## config.mk

```make
export PLATFORM = sky130hd
export DESIGN_NAME = rgb_led_matrix_scan_controller_unit
export DESIGN_NICKNAME = d
export VERILOG_FILES = /design/src/hdl/rlmsc_pkg.sv /design/src/hdl/rlmsc_ram.sv /design/src/hdl/rlmsc_ctrl.sv /design/src/hdl/rlmsc_dp.sv /design/src/hdl/rgb_led_matrix_scan_controller_unit.sv
export VERILOG_INCLUDE_DIRS = /design/src /design/src/hdl
export SDC_FILE = /design/constraint.sdc
export NUM_CORES = 2
export LEC_CHECK = 0
export BUFFER_PORTS_ARGS = -buffer_cell sky130_fd_sc_hd__buf_2
export CAP_MARGIN = 20
export CORE_AREA = 2 2 537 539
export DETAILED_ROUTE_END_ITERATION = 10
export DIE_AREA = 0 0 539 541
export SLEW_MARGIN = 20
export SYNTH_ARGS = -nofsm -noshare
export SYNTH_HDL_FRONTEND = slang
export SYNTH_SLANG_ARGS = --single-unit
```

## constraint.sdc

```tcl
create_clock -name clk_i -period 12.02 [get_ports clk_i]
set_input_delay 0.601 -clock clk_i [delete_from_list [all_inputs] [get_ports clk_i]]
set_output_delay 0.601 -clock clk_i [all_outputs]
set_load 0.01 [all_outputs]
```

## src/hdl/rgb_led_matrix_scan_controller_unit_assert.svh

```systemverilog
// ----------------------------------------------------------------------------
// rgb_led_matrix_scan_controller_unit_assert.svh
// Assertion macros for the LED matrix scan controller, clocked on clk_i and
// disabled while rst_ni is low.
// ----------------------------------------------------------------------------
`ifndef RGB_LED_MATRIX_SCAN_CONTROLLER_UNIT_ASSERT_SVH
`define RGB_LED_MATRIX_SCAN_CONTROLLER_UNIT_ASSERT_SVH

// same-cycle implication
`define RLMSC_ASSERT_NOW(label, ante, cons, msg) \
  label: assert property (@(posedge clk_i) disable iff (!rst_ni) (ante) |-> (cons)) \
    else $error(msg);

// next-cycle implication
`define RLMSC_ASSERT_NEXT(label, ante, cons, msg) \
  label: assert property (@(posedge clk_i) disable iff (!rst_ni) (ante) |=> (cons)) \
    else $error(msg);

`endif

```

## src/hdl/rlmsc_pkg.sv

```systemverilog
// ----------------------------------------------------------------------------
// rlmsc_pkg
// Shared types, constants and helpers of the LED matrix scan controller.
// ----------------------------------------------------------------------------
package rlmsc_pkg;

  localparam int unsigned FRAME_BYTES    = 24;
  localparam int unsigned DEF_MAX_FRAMES = 16;
  localparam int unsigned DEF_LEVELS     = 16;
  localparam logic [2:0]  LAST_ROW       = 3'd7;
  localparam logic [1:0]  LAST_BYTE      = 2'd2;
  localparam logic [4:0]  FRAMES_RESET   = 5'd1;

  typedef enum logic [2:0] {
    CMD_WR_BYTE    = 3'd0,
    CMD_WR_LINE    = 3'd1,
    CMD_WR_PIXEL   = 3'd2,
    CMD_SEL_FRAME  = 3'd3,
    CMD_NEXT_FRAME = 3'd4,
    CMD_RESTART    = 3'd5,
    CMD_DRAW       = 3'd6
  } cmd_e;

  typedef enum logic [2:0] {
    ST_CLEAR,
    ST_IDLE,
    ST_WRITE,
    ST_READ,
    ST_TAKE
  } state_e;

  typedef struct packed {
    logic load;
    logic clr_wr;
    logic mem_wr;
    logic k_inc;
    logic take;
    logic emit;
    cmd_e op;
  } ctrl_t;

  typedef struct packed {
    cmd_e cmd;
    logic wr_ok;
    logic clr_done;
    logic k_last;
  } stat_t;

  function automatic logic [7:0] row_drive(input logic [2:0] row);
    logic [7:0] drv;
    if (row < 3'd3) begin
      drv = 8'h04 >> row;
    end else begin
      drv = 8'h80 >> (row - 3'd3);
    end
    return drv;
  endfunction

endpackage

```

## src/hdl/rlmsc_ram.sv

```systemverilog
// ----------------------------------------------------------------------------
// rlmsc_ram
// Generic single-clock RAM, one write port and one registered read port.
// ----------------------------------------------------------------------------
module rlmsc_ram #(
  parameter int unsigned WIDTH = 8,
  parameter int unsigned DEPTH = 384,
  localparam int unsigned AW   = $clog2(DEPTH)
) (
  input  logic             clk_i,
  input  logic             we_i,
  input  logic [AW-1:0]    waddr_i,
  input  logic [WIDTH-1:0] wdata_i,
  input  logic [AW-1:0]    raddr_i,
  output logic [WIDTH-1:0] rdata_o
);

  logic [WIDTH-1:0] mem_q [DEPTH];
  logic [WIDTH-1:0] rdata_q;

  always_ff @(posedge clk_i) begin
    if (we_i) begin
      mem_q[waddr_i] <= wdata_i;
    end
    rdata_q <= mem_q[raddr_i];
  end

  assign rdata_o = rdata_q;

endmodule

```

## src/hdl/rlmsc_ctrl.sv

```systemverilog
// ----------------------------------------------------------------------------
// rlmsc_ctrl
// Sequencer: store clearing after reset, byte and line writes, read-modify-write of
// pixels and the three-byte row read of a draw.
// ----------------------------------------------------------------------------
module rlmsc_ctrl (
  input  logic             clk_i,
  input  logic             rst_ni,
  input  logic             start_i,
  input  rlmsc_pkg::stat_t stat_i,
  output rlmsc_pkg::ctrl_t ctrl_o,
  output logic             busy_o
);

  rlmsc_pkg::state_e state_q, state_d;
  rlmsc_pkg::cmd_e   op_q, op_d;

  always_ff @(posedge clk_i or negedge rst_ni) begin
    if (!rst_ni) begin
      state_q <= rlmsc_pkg::ST_CLEAR;
      op_q    <= rlmsc_pkg::CMD_WR_BYTE;
    end else begin
      state_q <= state_d;
      op_q    <= op_d;
    end
  end

  always_comb begin
    state_d       = state_q;
    op_d          = op_q;
    ctrl_o        = '0;
    ctrl_o.op     = op_q;
    busy_o        = 1'b1;
    unique case (state_q)
      rlmsc_pkg::ST_CLEAR: begin
        ctrl_o.clr_wr = 1'b1;
        if (stat_i.clr_done) begin
          state_d = rlmsc_pkg::ST_IDLE;
        end
      end
      rlmsc_pkg::ST_IDLE: begin
        busy_o = 1'b0;
        if (start_i) begin
          ctrl_o.load = 1'b1;
          op_d        = stat_i.cmd;
          case (stat_i.cmd) inside
            rlmsc_pkg::CMD_WR_BYTE, rlmsc_pkg::CMD_WR_LINE: begin
              if (stat_i.wr_ok) begin
                state_d = rlmsc_pkg::ST_WRITE;
              end
            end
            rlmsc_pkg::CMD_WR_PIXEL: begin
              if (stat_i.wr_ok) begin
                state_d = rlmsc_pkg::ST_READ;
              end
            end
            rlmsc_pkg::CMD_DRAW: begin
              state_d = rlmsc_pkg::ST_READ;
            end
            default: begin
              state_d = rlmsc_pkg::ST_IDLE;
            end
          endcase
        end
      end
      rlmsc_pkg::ST_WRITE: begin
        ctrl_o.mem_wr = 1'b1;
        if (op_q == rlmsc_pkg::CMD_WR_BYTE || stat_i.k_last) begin
          state_d = rlmsc_pkg::ST_IDLE;
        end else begin
          ctrl_o.k_inc = 1'b1;
        end
      end
      rlmsc_pkg::ST_READ: begin
        state_d = rlmsc_pkg::ST_TAKE;
      end
      rlmsc_pkg::ST_TAKE: begin
        ctrl_o.mem_wr = (op_q == rlmsc_pkg::CMD_WR_PIXEL);
        ctrl_o.take   = (op_q == rlmsc_pkg::CMD_DRAW);
        if (stat_i.k_last) begin
          ctrl_o.emit = (op_q == rlmsc_pkg::CMD_DRAW);
          state_d     = rlmsc_pkg::ST_IDLE;
        end else begin
          ctrl_o.k_inc = 1'b1;
          state_d      = rlmsc_pkg::ST_READ;
        end
      end
      default: begin
        state_d = rlmsc_pkg::ST_IDLE;
      end
    endcase
  end

endmodule

```

## src/hdl/rlmsc_dp.sv

```systemverilog
// ----------------------------------------------------------------------------
// rlmsc_dp
// Datapath: frame store, scan and frame registers, address generation,
// byte and pixel update, shift word assembly and result registers.
// ----------------------------------------------------------------------------
module rlmsc_dp #(
  parameter int unsigned MAX_FRAMES = rlmsc_pkg::DEF_MAX_FRAMES,
  parameter int unsigned LEVELS     = rlmsc_pkg::DEF_LEVELS
) (
  input  logic             clk_i,
  input  logic             rst_ni,
  input  logic [2:0]       command_i,
  input  logic [3:0]       frame_number_i,
  input  logic [4:0]       byte_index_i,
  input  logic [2:0]       bit_position_i,
  input  logic [7:0]       data_byte_i,
  input  logic [7:0]       red_value_i,
  input  logic [7:0]       green_value_i,
  input  logic [7:0]       blue_value_i,
  input  logic [4:0]       brightness_level_i,
  input  logic             cfg_we_i,
  input  logic [4:0]       cfg_wdata_i,
  input  rlmsc_pkg::ctrl_t ctrl_i,
  output rlmsc_pkg::stat_t stat_o,
  output logic             done_o,
  output logic [7:0]       row_drive_o,
  output logic [23:0]      shift_word_o,
  output logic [2:0]       row_number_o
);

  localparam int unsigned DEPTH = MAX_FRAMES * rlmsc_pkg::FRAME_BYTES;
  localparam int unsigned AW    = $clog2(DEPTH);
  localparam int unsigned FW    = ($clog2(MAX_FRAMES) > 4) ? $clog2(MAX_FRAMES) : 4;
  localparam int unsigned CW    = FW + 5;
  localparam int unsigned PW    = $clog2(LEVELS);

  rlmsc_pkg::cmd_e cmd;
  logic [4:0]      fiu_q;
  logic [FW-1:0]   shown_q;
  logic [2:0]      row_q;
  logic [PW-1:0]   phase_q;
  logic [AW-1:0]   clr_q;
  logic [CW-1:0]   base_q, base_d;
  logic [1:0]      k_q;
  logic [2:0]      bit_q;
  logic [7:0]      data_q, red_q, green_q, blue_q;
  logic [4:0]      level_q;
  logic [15:0]     word_q;
  logic            done_q;
  logic [7:0]      row_drive_q;
  logic [23:0]     shift_q;
  logic [2:0]      row_num_q;

  logic [7:0]      eff;
  logic [7:0]      shown_inc;
  logic            frame_ok, idx_ok_byte, idx_ok_line;
  logic [AW-1:0]   addr;
  logic [7:0]      rdata, wdata, colour, mask;
  logic            we, show;
  logic [23:0]     word;

  assign cmd         = rlmsc_pkg::cmd_e'(command_i);
  assign eff         = (8'(fiu_q) > 8'(MAX_FRAMES)) ? 8'(MAX_FRAMES) : 8'(fiu_q);
  assign frame_ok    = 8'(frame_number_i) < eff;
  assign idx_ok_byte = byte_index_i < 5'(rlmsc_pkg::FRAME_BYTES);
  assign idx_ok_line = (6'(byte_index_i) + 6'd2) < 6'(rlmsc_pkg::FRAME_BYTES);
  assign shown_inc   = 8'(shown_q) + 8'd1;

  always_comb begin
    stat_o          = '0;
    stat_o.cmd      = cmd;
    stat_o.clr_done = (clr_q == AW'(DEPTH - 1));
    stat_o.k_last   = (k_q == rlmsc_pkg::LAST_BYTE);
    unique case (cmd) inside
      rlmsc_pkg::CMD_WR_BYTE: stat_o.wr_ok = frame_ok && idx_ok_byte;
      rlmsc_pkg::CMD_WR_LINE, rlmsc_pkg::CMD_WR_PIXEL: begin
        stat_o.wr_ok = frame_ok && idx_ok_line;
      end
      default: stat_o.wr_ok = 1'b0;
    endcase
  end

  always_comb begin
    if (cmd == rlmsc_pkg::CMD_DRAW) begin
      base_d = CW'(shown_q) * CW'(rlmsc_pkg::FRAME_BYTES) + CW'(row_q) * CW'(3);
    end else begin
      base_d = CW'(frame_number_i) * CW'(rlmsc_pkg::FRAME_BYTES) + CW'(byte_index_i);
    end
  end

  assign addr = ctrl_i.clr_wr ? clr_q : AW'(base_q + CW'(k_q));

  always_comb begin
    case (k_q)
      2'd0:    colour = blue_q;
      2'd1:    colour = red_q;
      default: colour = green_q;
    endcase
  end

  assign mask = 8'd1 << bit_q;

  always_comb begin
    if (ctrl_i.clr_wr) begin
      wdata = '0;
    end else begin
      case (ctrl_i.op)
        rlmsc_pkg::CMD_WR_BYTE:  wdata = data_q;
        rlmsc_pkg::CMD_WR_LINE:  wdata = colour;
        rlmsc_pkg::CMD_WR_PIXEL: wdata = (colour != 8'd0) ? (rdata | mask) : (rdata & ~mask);
        default:                 wdata = '0;
      endcase
    end
  end

  assign we   = ctrl_i.clr_wr || ctrl_i.mem_wr;
  assign show = 7'(level_q) > 7'(phase_q);
  assign word = {word_q, rdata};

  rlmsc_ram #(
    .WIDTH (8),
    .DEPTH (DEPTH)
  ) u_store (
    .clk_i   (clk_i),
    .we_i    (we),
    .waddr_i (addr),
    .wdata_i (wdata),
    .raddr_i (addr),
    .rdata_o (rdata)
  );

  always_ff @(posedge clk_i or negedge rst_ni) begin
    if (!rst_ni) begin
      fiu_q   <= rlmsc_pkg::FRAMES_RESET;
      shown_q <= '0;
      row_q   <= '0;
      phase_q <= '0;
      clr_q   <= '0;
      k_q     <= '0;
      done_q  <= 1'b0;
    end else begin
      if (cfg_we_i) begin
        fiu_q <= cfg_wdata_i;
      end
      if (ctrl_i.clr_wr) begin
        clr_q <= clr_q + AW'(1);
      end
      if (ctrl_i.load) begin
        k_q <= '0;
      end else if (ctrl_i.k_inc) begin
        k_q <= k_q + 2'd1;
      end
      if (ctrl_i.load) begin
        case (cmd)
          rlmsc_pkg::CMD_SEL_FRAME: begin
            if (frame_ok) begin
              shown_q <= FW'(frame_number_i);
            end
          end
          rlmsc_pkg::CMD_NEXT_FRAME: begin
            shown_q <= (shown_inc >= eff) ? '0 : FW'(shown_inc);
          end
          rlmsc_pkg::CMD_RESTART: begin
            shown_q <= '0;
            row_q   <= '0;
            phase_q <= '0;
          end
          default: begin
            shown_q <= shown_q;
          end
        endcase
      end
      if (ctrl_i.emit) begin
        if (row_q == rlmsc_pkg::LAST_ROW) begin
          row_q   <= '0;
          phase_q <= (phase_q >= PW'(LEVELS - 1)) ? '0 : phase_q + PW'(1);
        end else begin
          row_q <= row_q + 3'd1;
        end
      end
      done_q <= ctrl_i.emit;
    end
  end

  always_ff @(posedge clk_i) begin
    if (ctrl_i.load) begin
      base_q  <= base_d;
      bit_q   <= bit_position_i;
      data_q  <= data_byte_i;
      red_q   <= red_value_i;
      green_q <= green_value_i;
      blue_q  <= blue_value_i;
      level_q <= brightness_level_i;
    end
    if (ctrl_i.take) begin
      word_q <= word[15:0];
    end
    if (ctrl_i.emit) begin
      row_drive_q <= rlmsc_pkg::row_drive(row_q);
      shift_q     <= show ? word : 24'd0;
      row_num_q   <= row_q;
    end
  end

  assign done_o       = done_q;
  assign row_drive_o  = row_drive_q;
  assign shift_word_o = shift_q;
  assign row_number_o = row_num_q;

endmodule

```

## src/hdl/rgb_led_matrix_scan_controller_unit.sv

```systemverilog
// ----------------------------------------------------------------------------
// rgb_led_matrix_scan_controller_unit
// Draw: done_o rises as busy_o drops, so a new draw can be taken once the last
// is done; it makes three byte reads of the frame store, whose read and write
// ports share one address, each read then taken.
// Write byte writes one byte, write line three, write pixel three by
// read-modify-write per byte; select, next frame and restart take effect at once
// with no busy time. After reset the store is cleared, one byte a cycle, busy
// until all of it is cleared; the result strobe cannot be stalled by the receiver.
// ----------------------------------------------------------------------------
`include "rgb_led_matrix_scan_controller_unit_assert.svh"

module rgb_led_matrix_scan_controller_unit #(
  parameter int unsigned MAX_FRAMES = rlmsc_pkg::DEF_MAX_FRAMES,
  parameter int unsigned LEVELS     = rlmsc_pkg::DEF_LEVELS
) (
  input  logic        clk_i,
  input  logic        rst_ni,
  input  logic        start_i,
  output logic        busy_o,
  input  logic [2:0]  command_i,
  input  logic [3:0]  frame_number_i,
  input  logic [4:0]  byte_index_i,
  input  logic [2:0]  bit_position_i,
  input  logic [7:0]  data_byte_i,
  input  logic [7:0]  red_value_i,
  input  logic [7:0]  green_value_i,
  input  logic [7:0]  blue_value_i,
  input  logic [4:0]  brightness_level_i,
  input  logic        cfg_we_i,
  input  logic [4:0]  cfg_wdata_i,
  output logic        done_o,
  output logic [7:0]  row_drive_o,
  output logic [23:0] shift_word_o,
  output logic [2:0]  row_number_o
);

  rlmsc_pkg::ctrl_t ctrl;
  rlmsc_pkg::stat_t stat;

  rlmsc_ctrl u_ctrl (
    .clk_i   (clk_i),
    .rst_ni  (rst_ni),
    .start_i (start_i),
    .stat_i  (stat),
    .ctrl_o  (ctrl),
    .busy_o  (busy_o)
  );

  rlmsc_dp #(
    .MAX_FRAMES (MAX_FRAMES),
    .LEVELS     (LEVELS)
  ) u_dp (
    .clk_i              (clk_i),
    .rst_ni             (rst_ni),
    .command_i          (command_i),
    .frame_number_i     (frame_number_i),
    .byte_index_i       (byte_index_i),
    .bit_position_i     (bit_position_i),
    .data_byte_i        (data_byte_i),
    .red_value_i        (red_value_i),
    .green_value_i      (green_value_i),
    .blue_value_i       (blue_value_i),
    .brightness_level_i (brightness_level_i),
    .cfg_we_i           (cfg_we_i),
    .cfg_wdata_i        (cfg_wdata_i),
    .ctrl_i             (ctrl),
    .stat_o             (stat),
    .done_o             (done_o),
    .row_drive_o        (row_drive_o),
    .shift_word_o       (shift_word_o),
    .row_number_o       (row_number_o)
  );

  `RLMSC_ASSERT_NOW(a_drive_onehot, done_o, $onehot(row_drive_o), "row drive not one-hot")
  `RLMSC_ASSERT_NEXT(a_done_single, done_o, !done_o, "result strobe longer than one cycle")
  `RLMSC_ASSERT_NEXT(a_draw_busy, start_i && !busy_o && command_i == 3'(rlmsc_pkg::CMD_DRAW), busy_o, "draw taken without going busy")
  `RLMSC_ASSERT_NOW(a_emit_idle, ctrl.emit, !ctrl.clr_wr && !ctrl.mem_wr, "draw result during a store write")

endmodule
```

==> results.md <==
- The flow ran to the end, and the final reports show no timing, DRC or antenna violations.
- The first-pass detailed-route iteration total is 6.
- The share of the Yosys chip area taken by registers is 0.751.
- Using the TritonRoute via totals, the vias-per-cell ratio works out to between 6 and 7.
- The most common cell after layout, fill and taps aside is edfxtp_1.
- The path class of the tightest hold or removal check is in -> reg.
- Of the total synthesized cell area, the portion taken by full adders, half adders and majority gates is 0.00498.
- The die covers around 300000 um^2.
- The maximum resistive drop on vdd is 447 uV.
- The clock period could shrink to 6.37 ns.
- The congestion estimate from routability-driven global placement came to 0.869.
- The library cells used most frequently in the layout, excluding fill and tap cells, are 3172 x edfxtp_1, 1597 x nand2_1, 550 x nand3_1.
- The critical path arrival is just over 7 ns.
- Compared with the post-synthesis result, the final layout area differs by 11.9%.
- From bottom edge to top edge, the die measures 541 um.
- After layout, the design draws a total of ~43000 uW.
- Detailed placement ended at an HPWL of between 200000 and 250000 um.
- The floorplan step defined a core boundary enclosing roughly 290000 um^2.
- Of the post-synthesis cell area, the part taken by muxes is 0.0503.
- The H-tree was split into 5 levels.
- Yosys mapped a number of flops with a built-in enable equal to around 3200.
- After synthesis, the largest family of logic cells by area is simple AND/OR/NAND/NOR gates.
- The number of buffers inserted by post-CTS setup repair is 0.
- The global router's overall resource usage is 0.264.
- Of the total synthesized cell area, the portion taken by AND, OR, NAND and NOR gates is 0.102.
- The clock passes through at most 4 buffers.
- The final layout net count is 8680.
- The number of core rows is about 200.
- After detailed routing, the number of remaining DRC violations is 0.
- The post-cts hold buffer count is 50.
- For this run, the leading register cell type out of synthesis is edfxtp_1.
- Of the cells placed in the final design, the portion with a size suffix greater than 1 is 0.115.
- The maximum fanout along the worst path is around 110.
- The static leakage is roughly 0.047 uW.
- Setup repair after global routing left no endpoint under its margin.
- Of the available clock period, the critical path in the final layout requires 0.530.
- The aggregate global routing overflow is 0.
- The finished layout holds 12600 standard cells, fillers aside.
- The floorplan die width is around 540 um.
- Entering global routing, the biggest net connects roughly 210 pins.
- After filler insertion, the fill cell instance count of the layout stands at 23800.
- The initial antenna violation count was 19.
- The power per unit of standard cell area is between 300 and 400 nW/um^2.
- Buffers placed on the I/O ports in this run total between 90 and 100.
- The total of cells resized after clock tree synthesis is 0.
- STA classifies the critical path startpoint as a register.
- Setup violations remaining at the end of the flow were counted as 0.
- At the worst endpoint, the required time is approximately 13 ns.
- The hold violation total from the final report was 0.
- The cell area after synthesis is approximately 130000 um^2.
- The clock sink total is approximately 3200.
- The maximum frequency from static timing analysis is ~160 MHz.
- Across the run, the number of max-cap violations was 0.
- The clock-pin slew on the worst setup and hold paths is 0.06 ns.
- The TritonCTS clock tree is yes.
- The cell at the root of the clock tree is clkbuf_16.
- The first global-routing pass estimated about 560000 um of wire.
- The number of global-route vias before repair came to around 75000.
- On the final layout, the worst clock skew is 0.0460 ns.
- The post-synthesis cell type count is 77.
- The count of nets left with antenna violations once routing finished came out at 0.
- The compound-cell area share of the yosys netlist came to 0.0672.
- The number of DRC markers in iteration 0 is roughly 12000.
- The type of the worst setup path is reg -> reg.
- The XOR/XNOR share of the synthesized area is 0.00164.
- For this block, the via count after detailed routing is roughly 80000.
- The post-synthesis async set-or-reset flop share is 0.0106.
- The multi-input combinational cells in the finished layout cover a total of a little under 30000 um^2.
- For the worst-skew pair, the clock arrives at the later sink with an insertion delay of 0.88 ns.
- The number of instances in the placed design is between 10000 and 15000.
- The net count after synthesis is around 8600.
- The wire length after detailed routing is slightly below 400000 um.
- The worst max-slew margin expressed relative to the limit is 0.180.
- For the pin with the worst max-slew slack, the measured transition is ~1.2 ns.
- Across the whole layout, storage elements account for around 96000 um^2.
- The number of I/O pins is 98.
- The max-slew violation count was 0.
- After synthesis, the mean cell area works out to ~15 um^2.
- During synthesis, Yosys emitted a total of 0 warnings.
- In this run, CTS created clock tree buffers numbering around 330.
- The starting utilization of the core area is 0.447.
- After detailed routing, the average wire length per cell comes to about 31 um.
- The number of instances in the synthesized netlist is ~8500.
- The register bit count reported by yosys is 3214.
- The worst setup path is captured at a register.
==> cell usage after synthesis (all sizes together), types with 6 or more instances <==
master	instances	share of area
nor4	10	0.00049
and2	33	0.0016
a221oi	55	0.0038
a31oi	211	0.010
o21ai	67	0.0026
nand3	551	0.022
nor3	24	0.00098
mux2	18	0.0016
ha	43	0.0042
a22oi	144	0.0084
dfxtp	8	0.0013
nand2b	14	0.00068
a211o	8	0.00055
nand4	56	0.0027
o211ai	23	0.0013
inv	21	0.00062
o22ai	11	0.00054
xnor2	16	0.0011
and3	217	0.011
o2111ai	7	0.00048
or3	9	0.00044
a22o	16	0.0011
xor2	8	0.00055
a32oi	128	0.0088
nand3b	6	0.00035
mux4	217	0.038
dfrtp	33	0.0064
a41oi	6	0.00041
a32o	8	0.00063
nand2	1617	0.047
a2111oi	12	0.00092
a311oi	66	0.0045
clkbuf	242	0.0071
buf	365	0.014
a211oi	205	0.012
edfxtp	3172	0.74
a21oi	213	0.0083
nor2	459	0.013
mux2i	135	0.011
==> routing by layer <==
metal  GRT usage  part of all wire
met5           0           0.00019
met4       0.105             0.044
met3      0.0559              0.10
met2       0.407              0.46
met1       0.366              0.39
==> cell families (layout without fill, tap and decap cells) <==
| family | count (synthesis) | in the layout |
|---|---|---|
| adder cells (fa/ha/maj) | 48 | 48 |
| other | 0 | 7 |
| XOR/XNOR | 24 | 24 |
| multiplexers | 370 | 370 |
| AND/OR/NAND/NOR | 3028 | 3028 |
| flip-flops | 3214 | 3214 |
| buffers and inverters | 628 | 930 |
| AO/OA/AOI/OAI | 1217 | 1217 |
==> flip-flops by register name, indices dropped and copies added, names as in the netlist, 2 cells and up <==
name	cells
u_ctrl.op_q	3
u_ctrl.state_q	3
u_dp.base_q	9
u_dp.bit_q	3
u_dp.blue_q	8
u_dp.clr_q	9
u_dp.data_q	8
u_dp.fiu_q	5
u_dp.green_q	8
u_dp.k_q	2
u_dp.level_q	5
u_dp.phase_q	4
u_dp.red_q	8
u_dp.row_drive_o	8
u_dp.row_number_o	3
u_dp.row_q	3
u_dp.shift_word_o	24
u_dp.shown_q	4
u_dp.u_store.mem_q	3072
u_dp.u_store.rdata_o	8
u_dp.word_q	16
==> path summary, 6_finish.rpt <==
kind	start	endpoint	slack (ns)	depth (start not counted)
max	u_dp.k_q[0]	u_dp.u_store.rdata_o[1]	5.65	14
min	byte_index_i[0]	u_dp.base_q[0]	0.06	3
min reg2reg	u_dp.word_q[2]	u_dp.word_q[10]	0.44	0
max reg2reg	u_dp.k_q[0]	u_dp.u_store.rdata_o[1]	5.65	14
min in group asynchronous	rst_ni	u_dp.done_o	0.37	2
max in group asynchronous	rst_ni	u_dp.shown_q[1]	11.08	2
==> area by class of cell <==
type,count,share of cell area
antenna,7,0.000122
clock buffer,417,0.0609
tap,3781,0.0330
timing repair buffer,315,0.0175
clock inverter,177,0.0109
multi-input combinational,4687,0.205
inverter,21,0.000550
sequential,3214,0.672
==> power breakdown <==
| group | switching [uW] | leakage, uW | total (uW) | internal [uW] |
|---|---|---|---|---|
| clock | 4290 | 0.00501 | 10000 | 5700 |
| sequential | 142 | 0.0297 | 13800 | 13700 |
| combinational | 14300 | 0.0123 | 19500 | 5250 |
| total | 18700 | 0.0471 | 43300 | 24600 |
==> per-stage QoR <==
stage / util / setup slack, ns / instance area [um^2] / hold WS, ns / TNS (ns)
2_1_floorplan: - / -0.478 / 128000 / 0.305 / -734.02
3_3_place_gp: 0.463 / 5.46 / 132000 / 0.426 / 0
5_1_grt: 0.500 / 5.47 / 143000 / 0.0628 / 0
3_5_place_dp: 0.463 / 5.72 / 132000 / 0.430 / 0
4_1_cts: 0.500 / 5.67 / 143000 / 0.0179 / 0
6_report: 0.500 / 5.65 / 143000 / 0.0590 / 0
==> critical path, stage by stage, from the launching register on <==
cell	delay (ns)
dfrtp_1	0.42
ha_1	0.25
inv_1	0.08
fa_1	0.46
o31ai_4	0.09
buf_4	0.55
and2_4	0.77
buf_12	0.49
buf_4	0.57
mux4_2	0.56
o22ai_1	0.21
a31oi_1	0.07
a2111oi_0	0.68
a211oi_2	0.36
or4b_1	0.57
(Power assumes the default switching activity.)
